File: config.mk
export PLATFORM = sky130hd
export DESIGN_NAME = adv_name_channel_matcher_top
export DESIGN_NICKNAME = d
export VERILOG_FILES = /design/src/hdl/anc_pkg.sv /design/src/hdl/anc_parser.sv /design/src/hdl/adv_name_channel_matcher_top.sv
export VERILOG_INCLUDE_DIRS = /design/src /design/src/hdl
export SDC_FILE = /design/constraint.sdc
export NUM_CORES = 1
export LEC_CHECK = 0
export BUFFER_PORTS_ARGS = -buffer_cell sky130_fd_sc_hd__buf_2
export CORE_UTILIZATION = 42
export DETAILED_ROUTE_END_ITERATION = 10
export PLACE_DENSITY_LB_ADDON = 0.1
export REMOVE_ABC_BUFFERS = 1
export SYNTH_ARGS = -nofsm -noshare
export SYNTH_HDL_FRONTEND = slang
export SYNTH_HIERARCHICAL = 1
export SYNTH_SLANG_ARGS = --single-unit
File: constraint.sdc
create_clock -name clk -period 3.45 [get_ports clk]
set_input_delay 0.5175 -clock clk [delete_from_list [all_inputs] [get_ports clk]]
set_output_delay 0.5175 -clock clk [all_outputs]
set_load 0.1 [all_outputs]
File: src/hdl/adv_name_channel_matcher_top_assert.svh
// Assertion macros for the advertising name/channel matcher.
// Each takes a label, a condition and the property that must follow from it.
`ifndef ADV_NAME_CHANNEL_MATCHER_TOP_ASSERT_SVH
`define ADV_NAME_CHANNEL_MATCHER_TOP_ASSERT_SVH

`ifndef SYNTHESIS
`define ANC_ASSERT_IMPL(lbl, cond, prop) \
  lbl: assert property (@(posedge clk) disable iff (!rst_n) (cond) |-> (prop)) \
    else $error("matcher assertion failed");
`define ANC_ASSERT_NEXT(lbl, cond, prop) \
  lbl: assert property (@(posedge clk) disable iff (!rst_n) (cond) |=> (prop)) \
    else $error("matcher assertion failed");
`else
`define ANC_ASSERT_IMPL(lbl, cond, prop)
`define ANC_ASSERT_NEXT(lbl, cond, prop)
`endif

`endif

File: src/hdl/anc_pkg.sv
`default_nettype none

package anc_pkg;

  localparam int NAME_BYTES = 6;
  localparam int TAG_W      = 8 * NAME_BYTES;
  localparam int IDX_W      = $clog2(NAME_BYTES + 1);

  localparam logic [7:0] TYPE_NAME    = 8'h09;
  localparam logic [7:0] TYPE_CHANNEL = 8'h40;
  localparam logic [7:0] FULL_DUTY    = 8'd100;

  localparam int CFG_IDX_W = 1;
  localparam logic [CFG_IDX_W-1:0] CFG_TAG_NAME      = 1'b0;
  localparam logic [CFG_IDX_W-1:0] CFG_MATCH_CHANNEL = 1'b1;

  typedef enum logic [1:0] {
    PH_LEN     = 2'd0,
    PH_TYPE    = 2'd1,
    PH_PAYLOAD = 2'd2
  } phase_t;

  typedef struct packed {
    logic       valid;
    logic       pwm_run;
    logic [6:0] duty;
  } anc_result_t;

endpackage

`default_nettype wire

File: src/hdl/anc_parser.sv
`default_nettype none

module anc_parser
  import anc_pkg::*;
(
  input  wire logic              clk,
  input  wire logic              rst_n,
  input  wire logic              accept,
  input  wire logic [7:0]        data_byte,
  input  wire logic              last_byte,
  input  wire logic [7:0]        pdu_type,
  input  wire logic signed [7:0] signal_strength,
  input  wire logic [TAG_W-1:0]  tag_name,
  input  wire logic [7:0]        match_channel,
  output anc_result_t            res
);

  phase_t           phase_r, phase_nxt;
  logic [7:0]       bytes_left_r, bytes_left_nxt;
  logic             is_name_r, is_name_nxt;
  logic             is_chan_r, is_chan_nxt;
  logic [IDX_W-1:0] idx_r, idx_nxt;
  logic             run_r, run_nxt;
  logic             name_seen_r, name_seen_nxt;
  logic             chan_seen_r, chan_seen_nxt;

  logic             close;
  logic             byte_eq;
  logic [7:0]       mag;
  logic [6:0]       duty;

  // stored name byte at the current payload position
  always_comb begin
    byte_eq = 1'b0;
    for (int i = 0; i < NAME_BYTES; i++) begin
      if (idx_r == IDX_W'(i)) byte_eq = (data_byte == tag_name[8*i +: 8]);
    end
  end

  // -128 gives a magnitude of 128
  always_comb begin
    mag  = signal_strength[7] ? (8'd0 - signal_strength) : signal_strength;
    duty = (mag < FULL_DUTY) ? 7'(FULL_DUTY - mag) : 7'd0;
  end

  always_ff @(posedge clk) begin
    if (!rst_n) begin
      phase_r      <= PH_LEN;
      bytes_left_r <= 8'd0;
      is_name_r    <= 1'b0;
      is_chan_r    <= 1'b0;
      idx_r        <= '0;
      run_r        <= 1'b0;
      name_seen_r  <= 1'b0;
      chan_seen_r  <= 1'b0;
    end else if (accept) begin
      phase_r      <= phase_nxt;
      bytes_left_r <= bytes_left_nxt;
      is_name_r    <= is_name_nxt;
      is_chan_r    <= is_chan_nxt;
      idx_r        <= idx_nxt;
      run_r        <= run_nxt;
      name_seen_r  <= name_seen_nxt;
      chan_seen_r  <= chan_seen_nxt;
    end
  end

  always_comb begin
    phase_nxt      = phase_r;
    bytes_left_nxt = bytes_left_r;
    is_name_nxt    = is_name_r;
    is_chan_nxt    = is_chan_r;
    idx_nxt        = idx_r;
    run_nxt        = run_r;
    name_seen_nxt  = name_seen_r;
    chan_seen_nxt  = chan_seen_r;
    close          = 1'b0;

    unique case (phase_r)
      PH_LEN: begin
        // zero length: skip, next byte is again a length
        if (data_byte != 8'd0) begin
          bytes_left_nxt = data_byte - 8'd1;
          phase_nxt      = PH_TYPE;
        end
      end
      PH_TYPE: begin
        is_name_nxt = (data_byte == TYPE_NAME);
        is_chan_nxt = (data_byte == TYPE_CHANNEL);
        idx_nxt     = '0;
        run_nxt     = (data_byte == TYPE_NAME);
        if (bytes_left_r == 8'd0) close = 1'b1;
        else phase_nxt = PH_PAYLOAD;
      end
      PH_PAYLOAD: begin
        if (is_name_r) begin
          if (idx_r >= IDX_W'(NAME_BYTES) || !byte_eq) run_nxt = 1'b0;
        end else if (is_chan_r) begin
          if (idx_r == '0 && data_byte == match_channel) run_nxt = 1'b1;
        end
        // saturates once past the stored name
        if (idx_r != IDX_W'(NAME_BYTES)) idx_nxt = idx_r + 1'b1;
        bytes_left_nxt = bytes_left_r - 8'd1;
        if (bytes_left_nxt == 8'd0) close = 1'b1;
      end
      default: phase_nxt = PH_LEN;
    endcase

    if (close) begin
      if (is_name_nxt && run_nxt) name_seen_nxt = 1'b1;
      if (is_chan_nxt && run_nxt) chan_seen_nxt = 1'b1;
      run_nxt   = 1'b0;
      phase_nxt = PH_LEN;
    end

    res.valid   = accept && last_byte && (pdu_type == 8'd0) && name_seen_nxt;
    res.pwm_run = chan_seen_nxt;
    res.duty    = chan_seen_nxt ? duty : 7'd0;

    if (last_byte) begin
      phase_nxt      = PH_LEN;
      bytes_left_nxt = 8'd0;
      is_name_nxt    = 1'b0;
      is_chan_nxt    = 1'b0;
      idx_nxt        = '0;
      run_nxt        = 1'b0;
      name_seen_nxt  = 1'b0;
      chan_seen_nxt  = 1'b0;
    end
  end

endmodule

`default_nettype wire

File: src/hdl/adv_name_channel_matcher_top.sv
// Advertising name/channel matcher.
// Input channel: one advertisement payload byte per request (in_data_byte) with
// in_last_byte on the final byte; in_pdu_type and in_signal_strength are
// only looked at on that final byte. A request is taken when in_valid is high
// and in_stall low. One byte is taken every cycle while in_stall is low; the
// parser state registers update on the clock edge at which the byte is accepted.
// Output channel: at most one request per packet, only for packet type 0 with
// a matching complete-name structure. out_pwm_run 1 with out_duty_percent
// (100 - |strength|, floored at 0) when a channel structure also matched,
// otherwise out_pwm_run 0 and duty 0. The result is registered when the last byte
// is accepted, into the second buffer entry if the first is still held.
// The result side has a two-entry buffer, so a stalled receiver holds the
// input only once two results are waiting; in_stall rises then.
// Configuration: cfg_index 0 writes the 48-bit tag name (first byte low),
// index 1 the match channel; cfg_ready is always high. Write only while idle.
// Reset (rst_n low, synchronous) clears the parser, empties the output
// buffer and sets tag name 0, match channel 1.
`default_nettype none
`include "adv_name_channel_matcher_top_assert.svh"

module adv_name_channel_matcher_top
  import anc_pkg::*;
(
  input  wire logic                 clk,
  input  wire logic                 rst_n,
  input  wire logic                 in_valid,
  output logic                      in_stall,
  input  wire logic [7:0]           in_data_byte,
  input  wire logic                 in_last_byte,
  input  wire logic [7:0]           in_pdu_type,
  input  wire logic signed [7:0]    in_signal_strength,
  output logic                      out_valid,
  input  wire logic                 out_stall,
  output logic                      out_pwm_run,
  output logic [6:0]                out_duty_percent,
  input  wire logic                 cfg_valid,
  output logic                      cfg_ready,
  input  wire logic [CFG_IDX_W-1:0] cfg_index,
  input  wire logic [TAG_W-1:0]     cfg_data
);

  logic [TAG_W-1:0] tag_name_r;
  logic [7:0]       match_channel_r;
  logic             in_accept;
  anc_result_t      res;

  logic             out_valid_r;
  logic             out_pwm_run_r;
  logic [6:0]       out_duty_r;
  logic             skid_valid_r;
  logic             skid_pwm_run_r;
  logic [6:0]       skid_duty_r;
  logic             pop;

  assign cfg_ready = 1'b1;

  always_ff @(posedge clk) begin
    if (!rst_n) begin
      tag_name_r      <= '0;
      match_channel_r <= 8'd1;
    end else if (cfg_valid && cfg_ready) begin
      unique case (cfg_index)
        CFG_TAG_NAME:      tag_name_r      <= cfg_data;
        CFG_MATCH_CHANNEL: match_channel_r <= cfg_data[7:0];
        default: ;
      endcase
    end
  end

  assign in_stall  = skid_valid_r;
  assign in_accept = in_valid && !in_stall;

  anc_parser u_parser (
    .clk             (clk),
    .rst_n           (rst_n),
    .accept          (in_accept),
    .data_byte       (in_data_byte),
    .last_byte       (in_last_byte),
    .pdu_type        (in_pdu_type),
    .signal_strength (in_signal_strength),
    .tag_name        (tag_name_r),
    .match_channel   (match_channel_r),
    .res             (res)
  );

  assign pop = out_valid_r && !out_stall;

  always_ff @(posedge clk) begin
    if (!rst_n) begin
      out_valid_r  <= 1'b0;
      skid_valid_r <= 1'b0;
    end else if (skid_valid_r) begin
      if (pop) begin
        skid_valid_r <= 1'b0;
      end
    end else if (res.valid) begin
      if (!out_valid_r || pop) out_valid_r <= 1'b1;
      else skid_valid_r <= 1'b1;
    end else if (pop) begin
      out_valid_r <= 1'b0;
    end
  end

  // payload side of the buffer
  always_ff @(posedge clk) begin
    if (skid_valid_r) begin
      if (pop) begin
        out_pwm_run_r <= skid_pwm_run_r;
        out_duty_r    <= skid_duty_r;
      end
    end else if (res.valid) begin
      if (!out_valid_r || pop) begin
        out_pwm_run_r <= res.pwm_run;
        out_duty_r    <= res.duty;
      end else begin
        skid_pwm_run_r <= res.pwm_run;
        skid_duty_r    <= res.duty;
      end
    end
  end

  assign out_valid        = out_valid_r;
  assign out_pwm_run      = out_pwm_run_r;
  assign out_duty_percent = out_duty_r;

  `ANC_ASSERT_IMPL(a_skid_implies_out, skid_valid_r, out_valid_r)
  `ANC_ASSERT_IMPL(a_no_result_when_full, res.valid, !skid_valid_r)
  `ANC_ASSERT_IMPL(a_stop_has_zero_duty, out_valid_r && !out_pwm_run_r, out_duty_r == 7'd0)
  `ANC_ASSERT_NEXT(a_result_shows, res.valid, out_valid_r)

endmodule

`default_nettype wire
After elaboration in Yosys (flattened, before gate mapping)
Cells that the tools add are included.
W data, S select, Z words.

operators by class
  reduce and logical (&&, ||, !) cells = 33
  multiplexer cells = 55
  eq/ne operators = 24
  $lt $le $gt $ge = 2
  add/subtract/negate cells = 5
  bitwise gates (word level) = 3

operator list
  operator               count
  $eq A8 B8 Y1           7
  $mux W7                6
  $mux W1                35
  $logic_not A8 Y1       3
  $mux W8                3
  $pmux W8 S2            1
  $sub A8 B1 Y8 const B  2
  $reduce_and A3 Y1      5
  $ne A3 B2 Y1 const B   3
  $eq A8 B4 Y1 const B   1
  $eq A8 B7 Y1 const B   1
  $logic_and A1 B1 Y1    8
  $lt A8 B7 Y1 const B   1
  $mux W2                4
  $reduce_bool A8 Y1     1
  $sub A1 B8 Y8 const A  1
  $sub A7 B7 Y7 const A  1
  $eq A3 B2 Y1 const B   2
  $eq A3 B3 Y1 const B   2
  $mux W3                2
  $pmux W2 S3            1
  $pmux W3 S2            1
  $reduce_bool A2 Y1     3
  $reduce_bool A3 Y1     2
  other kinds (17)       26

word-level totals
  output and inout port bits = 11
  register bits after elaboration = 92
  word-level logic and storage cells = 138
  input port bits = 79

Longest topological paths before layout
Gate-level depths: netlist of the first run.

  word-level depth = 19
  depth in mapped cells = 11

Hierarchy
The synthesis of the first run kept the hierarchy.

by module, submodules not included
  module                        times used  area each (um^2)  cells an instance
  adv_name_channel_matcher_top  1           2909.0            279
  anc_parser                    1           2766.4            373

Least setup slack after synthesis of the first run
OpenSTA, ideal clock, no wires.

  kind = flip-flop to flip-flop
  start = reg skid_valid_r (netlist: in_stall)
  end = reg out_duty_r[0] (netlist: out_duty_percent[0]) (enable)
  slack = 0.250 ns
  arrival = 2.815 ns
  clock period less this slack = 3.200 ns
  stages on the path, launching flop included = 9
  library setup time = 0.385 ns
  cells stage by stage = dfxtp_1 > buf_2 > nor2b_1 > clkbuf_1 > nand4_1 > or2_2 > o22ai_1 > nand2b_1 > a21boi_0

RTL lines
  item                    RTL line                             RTL
  from (decl)             adv_name_channel_matcher_top.sv:50   logic skid_valid_r;
  from (signal assigned)  adv_name_channel_matcher_top.sv:91   skid_valid_r <= 1'b0;
  from (signal assigned)  adv_name_channel_matcher_top.sv:94   skid_valid_r <= 1'b0;
  from (signal assigned)  adv_name_channel_matcher_top.sv:98   else skid_valid_r <= 1'b1;
  to (signal assigned)    adv_name_channel_matcher_top.sv:109  out_duty_r <= skid_duty_r;
  to (signal assigned)    adv_name_channel_matcher_top.sv:114  out_duty_r <= res.duty;
  to (decl)               adv_name_channel_matcher_top.sv:49   logic [6:0] out_duty_r;

==> impl_metrics.toml, run 1 <==
[run_status]
status = "finished clean"

[cts]
cts_buffers = 9
insertion_delay_ps = 350
clock_path_buffers = 2
cts_sinks = 92
cts_tree = "yes"
root_buffer = "clkbuf_16"
post-cts-setup-buffers = 0
cts_htree_levels = 3
clkSlewWorstSetupHoldPaths_ps = 70

[cells_and_area]
final_util_pct = 48.9
antennaDiodeCount = 0
nNetsFinal = 811
final_cell_mix = "nand2_1 (141), buf_2 (87), dfxtp_1 (76)"
layout-drive-gt1-share_pct = 18.2
final_common_cell = "nand2_1"
syn2layout_area_growth_pct = 13.6
final_area_um2 = 6450
final_cells = 897

[sta]
tns_ps = 0
whs_ps = 415
rsz0062_at_grt = "no"
setup_viol = 0
fin_crit_sh_pct = 90.9
finalMaxSlewViolations = 0
clock.fmax_mhz = 319
relSlewSlack_pct = 45.5
setup_ws_ps = 315
finalCriticalPeriod_ps = 3140
skew_ps = 5.70
worst_pin_slew_ps = 818
hold_violations = 0

[power]
power_density_nw_per_um2 = 393
peakVddDrop_mv = 0.228
power.total_mw = 2.53
leakage_nw = 2.57

[synthesis]
synth_top_cell_by_area = "dfxtp_1"
netlist_instances = 652
netlist.area_leader.share_pct = 26.8
synth-edff-count = 16
synth_area_um2 = 5680
synth-seq-cells = 92
synth_cell_types = 65
ys.flop_type = "dfxtp_1"
ys_warn_count = 6
async_flop_share_pct = 0
yosysSeqAreaShare_pct = 35.3
syn_avg_cell_area_um2 = 8.70
synthTopCellsByArea = "dfxtp_1 (27%), mux2i_1 (10%), nand2_1 (9.3%)"

[place]
io_buffers = 88
dpl.hpwl_um = 9260
pre_cts_slack_ps = 260
dpl-instance-area_um2 = 6150
globalplace.congestion = 0.862
post-place-cells = 881

[route]
dr.first_iter.drc_count = 254
wl_um = 12800
wire_per_inst_um = 14.3
routed-via-count = 4606
antenna_left = 0
firstDrtPassIters = 4
drc = 0
vias_per_cell = 5.13

[worst_setup_path]
cp_max_fo = 10
crit_required_ps = 3510
cp-end-kind = "register"
rrSetupSlack_ps = 310
cp-start-kind = "register"
cp.arrival_ps = 3190
path_class = "register to register"

[flow_run]
maxCapViolations = 0

[die]
die_y_um = 118
core_um2 = 13200
io_pins = 90
initial_core_util_pct = 43.0
die_x_um = 118
dieArea_um2 = 14000
rows = 42

[grt]
grt_overflow_total = 0
grt_max_degree = 90
grt_pass1_wl_um = 21900
first_global_vias = 4526
grt_usage_pct = 19.5
antenna_found_initial = 0

[min_path]
hold_path_class = "primary input to register"
power by group:
group,internal (mW),switching (mW)
Combinational,0.176,0.220
Sequential,1.13,0.0340
Clock,0.557,0.419
cell families (layout without fill, tap and decap cells):
kind of cell             Yosys count  in the layout  share of synthesized area, %
AO/OA/AOI/OAI                     80             80                          9.68
other                              1              1                        0.0661
adder cells (fa/ha/maj)           16             16                          3.53
XOR/XNOR                          76             76                          11.7
AND/OR/NAND/NOR                  257            257                          21.6
buffers and inverters             62            131                          5.89
flip-flops                        92             92                          35.3
multiplexers                      68             68                          12.2
synth_stat cells (all sizes together), types with 14 or more instances:
master	number
xor2	35
dfxtp	76
edfxtp	16
buf	28
nand2	141
inv	19
nor3	14
nor2	22
a21oi	20
mux2i	59
ha	16
clkbuf	15
xnor2	41
worst max-delay path: stages, from the launching register on:
cell and delay, ps:
dfxtp_1 510, inv_1 100, ha_1 240, or3_4 350, nor4_1 250, nand4_1 200
a41oi_2 310, o211ai_1 190, o22ai_1 200, nand2b_1 120, a21boi_0 170, buf_4 190
registers in the layout (all words and copies together), names as in the netlist:
register and flops:
u_parser/bytes_left_r 8, out_pwm_run 1, match_channel_r 8, u_parser/is_name_r 1
u_parser/name_seen_r 1, tag_name_r 48, u_parser/idx_r 3, skid_duty_r 7
u_parser/chan_seen_r 1, u_parser/run_r 1, u_parser/is_chan_r 1, skid_pwm_run_r 1
u_parser/phase_r 2, out_valid 1, out_duty_percent 7, in_stall 1
metal layers:
| layer | wire (um) | vias to the layer above | share of wire, % | GRT usage, % |
|---|---|---|---|---|
| li1 | - | 2365 | - | - |
| met1 | 6150 | 2126 | 48 | 25.4 |
| met2 | 5840 | 93 | 46 | 31.4 |
| met3 | 511 | 22 | 4.0 | 4.05 |
| met4 | 282 | 0 | 2.2 | 7.53 |
| met5 | 0 | - | 0 | 0 |
path summary, 6_finish.rpt:
kind | from | to | cells after the start
worst max-delay path | u_parser/idx_r[2] | out_duty_percent[4] | 11
worst min-delay path | cfg_data[37] | tag_name_r[37] | 3
worst max register to register | u_parser/idx_r[2] | out_duty_percent[4] | 11
worst min register to register | u_parser/name_seen_r | u_parser/name_seen_r | 2
timing repair:
item	CTS	global route
endpoints found under the setup margin	0	8
hold buffers	0	0
gates resized for setup	0	1
area by class of cell:
class / instances / area [um^2]
clock buffer: 9 / 225
clock inverter: 7 / 66.3
fill: 1319 / 6740
inverter: 19 / 71.3
multi-input combinational: 498 / 3350
sequential: 92 / 2000
tap: 176 / 220
timing repair buffer: 96 / 515
Note: power is estimated with default switching activity, not from simulation.
==> run 2: changes to the inputs <==
- clock period: 3.45 -> 3.1 ns (I/O delays scaled with it)
==> impl_metrics.toml, run 2 (synthesis results as in run 1) <==
[run_status]
status = "finished clean"

[cts]
root_buffer = "clkbuf_16"
insertion_delay_ps = 350
hold_buffers = 0
cts_htree_levels = 3
clkSlewWorstSetupHoldPaths_ps = 60
clock_path_buffers = 2
cts_sinks = 92
cts_buffers = 9
cts_tree = "yes"

[power]
leakage_nw = 2.64
power.total_mw = 2.82
power_density_nw_per_um2 = 430
peakVddDrop_mv = 0.284

[worst_setup_path]
cpMostUsedCell = "ha_1"
cp.arrival_ps = 2880
reg2reg_from = "u_parser/idx_r[0]"
cp-start-kind = "register"
critPathMaxStageDelay_ps = 350
cp_max_fo = 8
cp-end-kind = "register"
crit_required_ps = 3150
path_class = "register to register"
crit_slowest_cell = "or3_4"
startpoint = "u_parser/idx_r[0]"
rrSetupSlack_ps = 270
crit_chain = "ha_1, ha_1, or3_4, nor4_2, nand4_1, a41oi_2, o211ai_1, o22ai_2, nand2b_1, a21boi_0, buf_4"

[grt]
first_global_vias = 4527
antenna_found_initial = 0
grt_max_degree = 91
grt_overflow_total = 0
grt_usage_pct = 19.5
grt_pass1_wl_um = 22000

[flow_run]
maxCapViolations = 0

[route]
wire_per_inst_um = 14.1
dr.first_iter.drc_count = 299
routed-via-count = 4640
wl_um = 12900
vias_per_cell = 5.10
drc = 0
firstDrtPassIters = 4
antenna_left = 0

[cells_and_area]
final_cell_mix = "nand2_1 (141), buf_2 (87), dfxtp_1 (76)"
final_common_cell = "nand2_1"
final_cells = 910
reg_top3 = "tag_name_r (48), match_channel_r (8), u_parser/bytes_left_r (8)"
largest_register_ffs = 48
final_area_um2 = 6560
fillers = 1278
antennaDiodeCount = 0
nNetsFinal = 824
layout-drive-gt1-share_pct = 19.9
syn2layout_area_growth_pct = 15.6
max_flop_register = "tag_name_r"
final_util_pct = 49.7

[place]
globalplace.congestion = 0.817
dpl-instance-area_um2 = 6240
post-place-cells = 893
dpl.hpwl_um = 9370
io_buffers = 88

[die]
rows = 42
initial_core_util_pct = 43.0
die_x_um = 118
die_y_um = 118
core_um2 = 13200
dieArea_um2 = 14000
io_pins = 90

[sta]
fin_crit_sh_pct = 91.2
finalMaxSlewViolations = 0
skew_ps = 8.34
finalCriticalPeriod_ps = 2830
hold_violations = 0
relSlewSlack_pct = 46.0
clock.fmax_mhz = 354
tns_ps = 0
rsz0062_at_grt = "no"
worst_pin_slew_ps = 811
setup_viol = 0

[min_path]
hold_path_class = "primary input to register"
hp-start = "cfg_data[27]"
-- run 2: cell type report --
cell class	count	area (um^2)	area share, %
tap	176	220	3.36
clock inverter	3	20.0	0.305
clock buffer	13	270	4.12
multi-input combinational	498	3360	51.3
sequential	92	2000	30.5
inverter	19	71.3	1.09
timing repair buffer	109	613	9.35
-- run 2: stage by stage --
stage | hold slack, ps | setup slack (ps)
final | 356 | 273
after global routing | 357 | 21.0
after CTS | 343 | 37.7
after detailed placement | 457 | 65.2
after global placement | 434 | 40.7
after floorplan | 425 | -77.2
-- run 2: path summary, 6_finish.rpt --
| kind | endpoint | cells after the start |
|---|---|---|
| setup / recovery | out_duty_percent[2] | 11 |
| hold / removal | tag_name_r[27] | 3 |
| setup reg to reg | out_duty_percent[2] | 11 |
| hold reg to reg | u_parser/name_seen_r | 2 |
-- run 2: power by group --
| part | internal [mW] | switching [mW] | total [mW] | leakage [nW] |
|---|---|---|---|---|
| Combinational | 0.203 | 0.250 | 0.453 | 1.73 |
| Clock | 0.610 | 0.462 | 1.07 | 0.144 |
| Sequential | 1.26 | 0.0373 | 1.29 | 0.766 |
| Total | 2.07 | 0.749 | 2.82 | 2.64 |
-- run 2: critical path, delay by kind of cell (launching register included) --
kind | cells | cell delay (ps)
and+or+nand+nor | 4 | 840
AOI/OAI and AO/OA | 4 | 750
adders and majority gates | 2 | 410
DFF | 1 | 340
buffers and inverters | 1 | 190
-- run 2: what timing repair did --
item                       in CTS  in global routing
setup endpoints to repair       0                 31
setup buffers                   0                  1
gates resized for setup         0                  4
-- run 2: per-layer routing --
metal	GRT usage [%]	up-vias	part of all wire, %
met5	0	-	0
met4	6.09	0	1.2
met3	4.05	11	3.5
met2	31.9	83	46
met1	25.6	2151	50
li1	-	2395	-
==> run 3: changes to the inputs <==
- CELL_PAD_IN_SITES_DETAIL_PLACEMENT: not set -> 0
- CELL_PAD_IN_SITES_GLOBAL_PLACEMENT: not set -> 1
==> impl_metrics.toml, run 3 (synthesis results as in run 1) <==
[grt]
grt.busiest_layer = "met2"
use_met1_pct = 26.2
first_global_vias = 4497
grtUsageMet3_pct = 3.09
grt_usage_pct = 19.8
antenna_found_initial = 0
grt_pass1_wl_um = 22100
grt_overflow_total = 0
met2_usage_pct = 32.3
grt_max_degree = 74

[power]
peakVddDrop_mv = 0.235
p_int_mw = 2.17
power_frac_comb_pct = 15.5
leakage_nw = 2.66
p_sw_share_pct = 25.8
seqPwrFrac_pct = 44.2
power_frac_clock_pct = 40.3
p_switching_mw = 0.755
power_density_nw_per_um2 = 443

[run_status]
status = "finished clean"

[place]
dpl-instance-area_um2 = 6260
dpl.hpwl_um = 9720
globalplace.congestion = 0.797
pre_cts_slack_ps = 137
io_buffers = 88

[cells_and_area]
final_common_cell = "nand2_1"
layout-drive-gt1-share_pct = 19.8
syn2layout_area_growth_pct = 16.2
max_flop_register = "tag_name_r"
final_area_um2 = 6600
antennaDiodeCount = 0
nNetsFinal = 828
final_cell_mix = "nand2_1 (141), buf_2 (87), dfxtp_1 (76)"
reg_top3 = "tag_name_r (48), match_channel_r (8), u_parser/bytes_left_r (8)"
largest_register_ffs = 48

[worst_setup_path]
cp.arrival_ps = 2990
reg2reg_from = "u_parser/idx_r[0]"
cp-start-kind = "register"
rrSetupSlack_ps = 180
path_delay_family = "simple AND/OR/NAND/NOR gates"
startpoint = "u_parser/idx_r[0]"
crit_buf_inv = 1
path_class = "register to register"
r2r_cells = 11
critPathMaxStageDelay_ps = 350
cp_max_fo = 8
cpMostUsedCell = "ha_1"
crit_required_ps = 3170
crit_slowest_cell = "or3_4"
cp-end-kind = "register"
crit_chain = "ha_1, ha_1, or3_4, nor4_2, nand3_1, a41oi_2, o211ai_1, o22ai_1, nand2b_1, a21boi_0, buf_4"
path_depth = 11

[sta]
relSlewSlack_pct = 46.5
whs_ps = 349
finalCriticalPeriod_ps = 2920
hold_violations = 0
fin_crit_sh_pct = 94.3
setup_ws_ps = 176
skew_ps = 5.65
clock.fmax_mhz = 342
worst_pin_slew_ps = 803
setup_viol = 0
finalMaxSlewViolations = 0

[route]
wire_per_inst_um = 14.4
dr.first_iter.drc_count = 271
antenna_left = 0
drc = 0
vias_per_cell = 5.13
firstDrtPassIters = 4
wl_um = 13100
routed-via-count = 4685

[die]
initial_core_util_pct = 43.0
die_x_um = 118
dieArea_um2 = 14000
io_pins = 90
die_y_um = 118
core_um2 = 13200
rows = 42

[cts]
cts_buffers = 9
cts_sinks = 92
insertion_delay_ps = 350
cts_tree = "yes"
clkSlewWorstSetupHoldPaths_ps = 70
cts_htree_levels = 3
clock_path_buffers = 2
root_buffer = "clkbuf_16"

[min_path]
whs_path_depth = 3
hold_path_class = "primary input to register"
hp-start = "cfg_data[14]"

[flow_run]
maxCapViolations = 0
## run 3: changes by cell type in the layout (fill, tap and decap cells not counted)
cell and change:
clkbuf_8 -3, nor4_1 +1, bufinv_16 +2, clkinvlp_4 -1, nor4_2 -1, clkbuf_1 +2, buf_4 +4, o22ai_1 +1
o22ai_2 -1, inv_1 -1, clkinv_1 +1
## run 3: worst paths after layout
| check | to |
|---|---|
| worst min register to register | u_parser/chan_seen_r |
| worst max register to register | out_duty_percent[4] |
| worst max-delay path | out_duty_percent[4] |
| worst min-delay path | tag_name_r[14] |
## run 3: final cells by class
class                   instances  area [um^2]
clock inverters                 4         72.6
clock buffers                  12          236
repair buffers                113          643
inverters                      19         71.3
multi-input cells             498         3350
well taps                     176          220
flip-flops and latches         92         2000
fillers                      1247         6600
## run 3: timing repair
action	CTS	global route
resized for setup	0	2
setup buffers	0	2
setup endpoints to repair	0	23
hold buffers	0	0
## run 3: routing by layer
metal  vias to the layer above  wire length, um
li1                       2407                -
met1                      2181             6500
met2                        83             6000
met3                        14              424
met4                         0              208
met5                         -                0
## run 3: power groups by stage
stage	clock [mW]	combinational, mW	sequential (mW)
finish	1.18	0.453	1.29
floorplan	0	0.276	1.31
detailed placement	0	0.457	1.32
global placement	0	0.451	1.32
CTS	1.20	0.459	1.29
global route	1.26	0.508	1.30
## run 3: through the flow
step | total power, mW | utilization, % | TNS, ps | cells
2_1_floorplan | 1.59 | - | -617 | 609
3_3_place_gp | 1.77 | 47.5 | 0 | 896
3_5_place_dp | 1.78 | 47.5 | 0 | 896
4_1_cts | 2.96 | 49.8 | 0 | 912
5_1_grt | 3.06 | 50.0 | -131 | 914
6_report | 2.92 | 50.0 | 0 | 914
## run 3: worst register-to-register path, delay by kind of cell, from the launching register on
kind	cells	cell delay (ps)
compound gates	4	810
fa+ha+maj	2	430
buf+inv	1	190
flops	1	340
simple gates	4	870
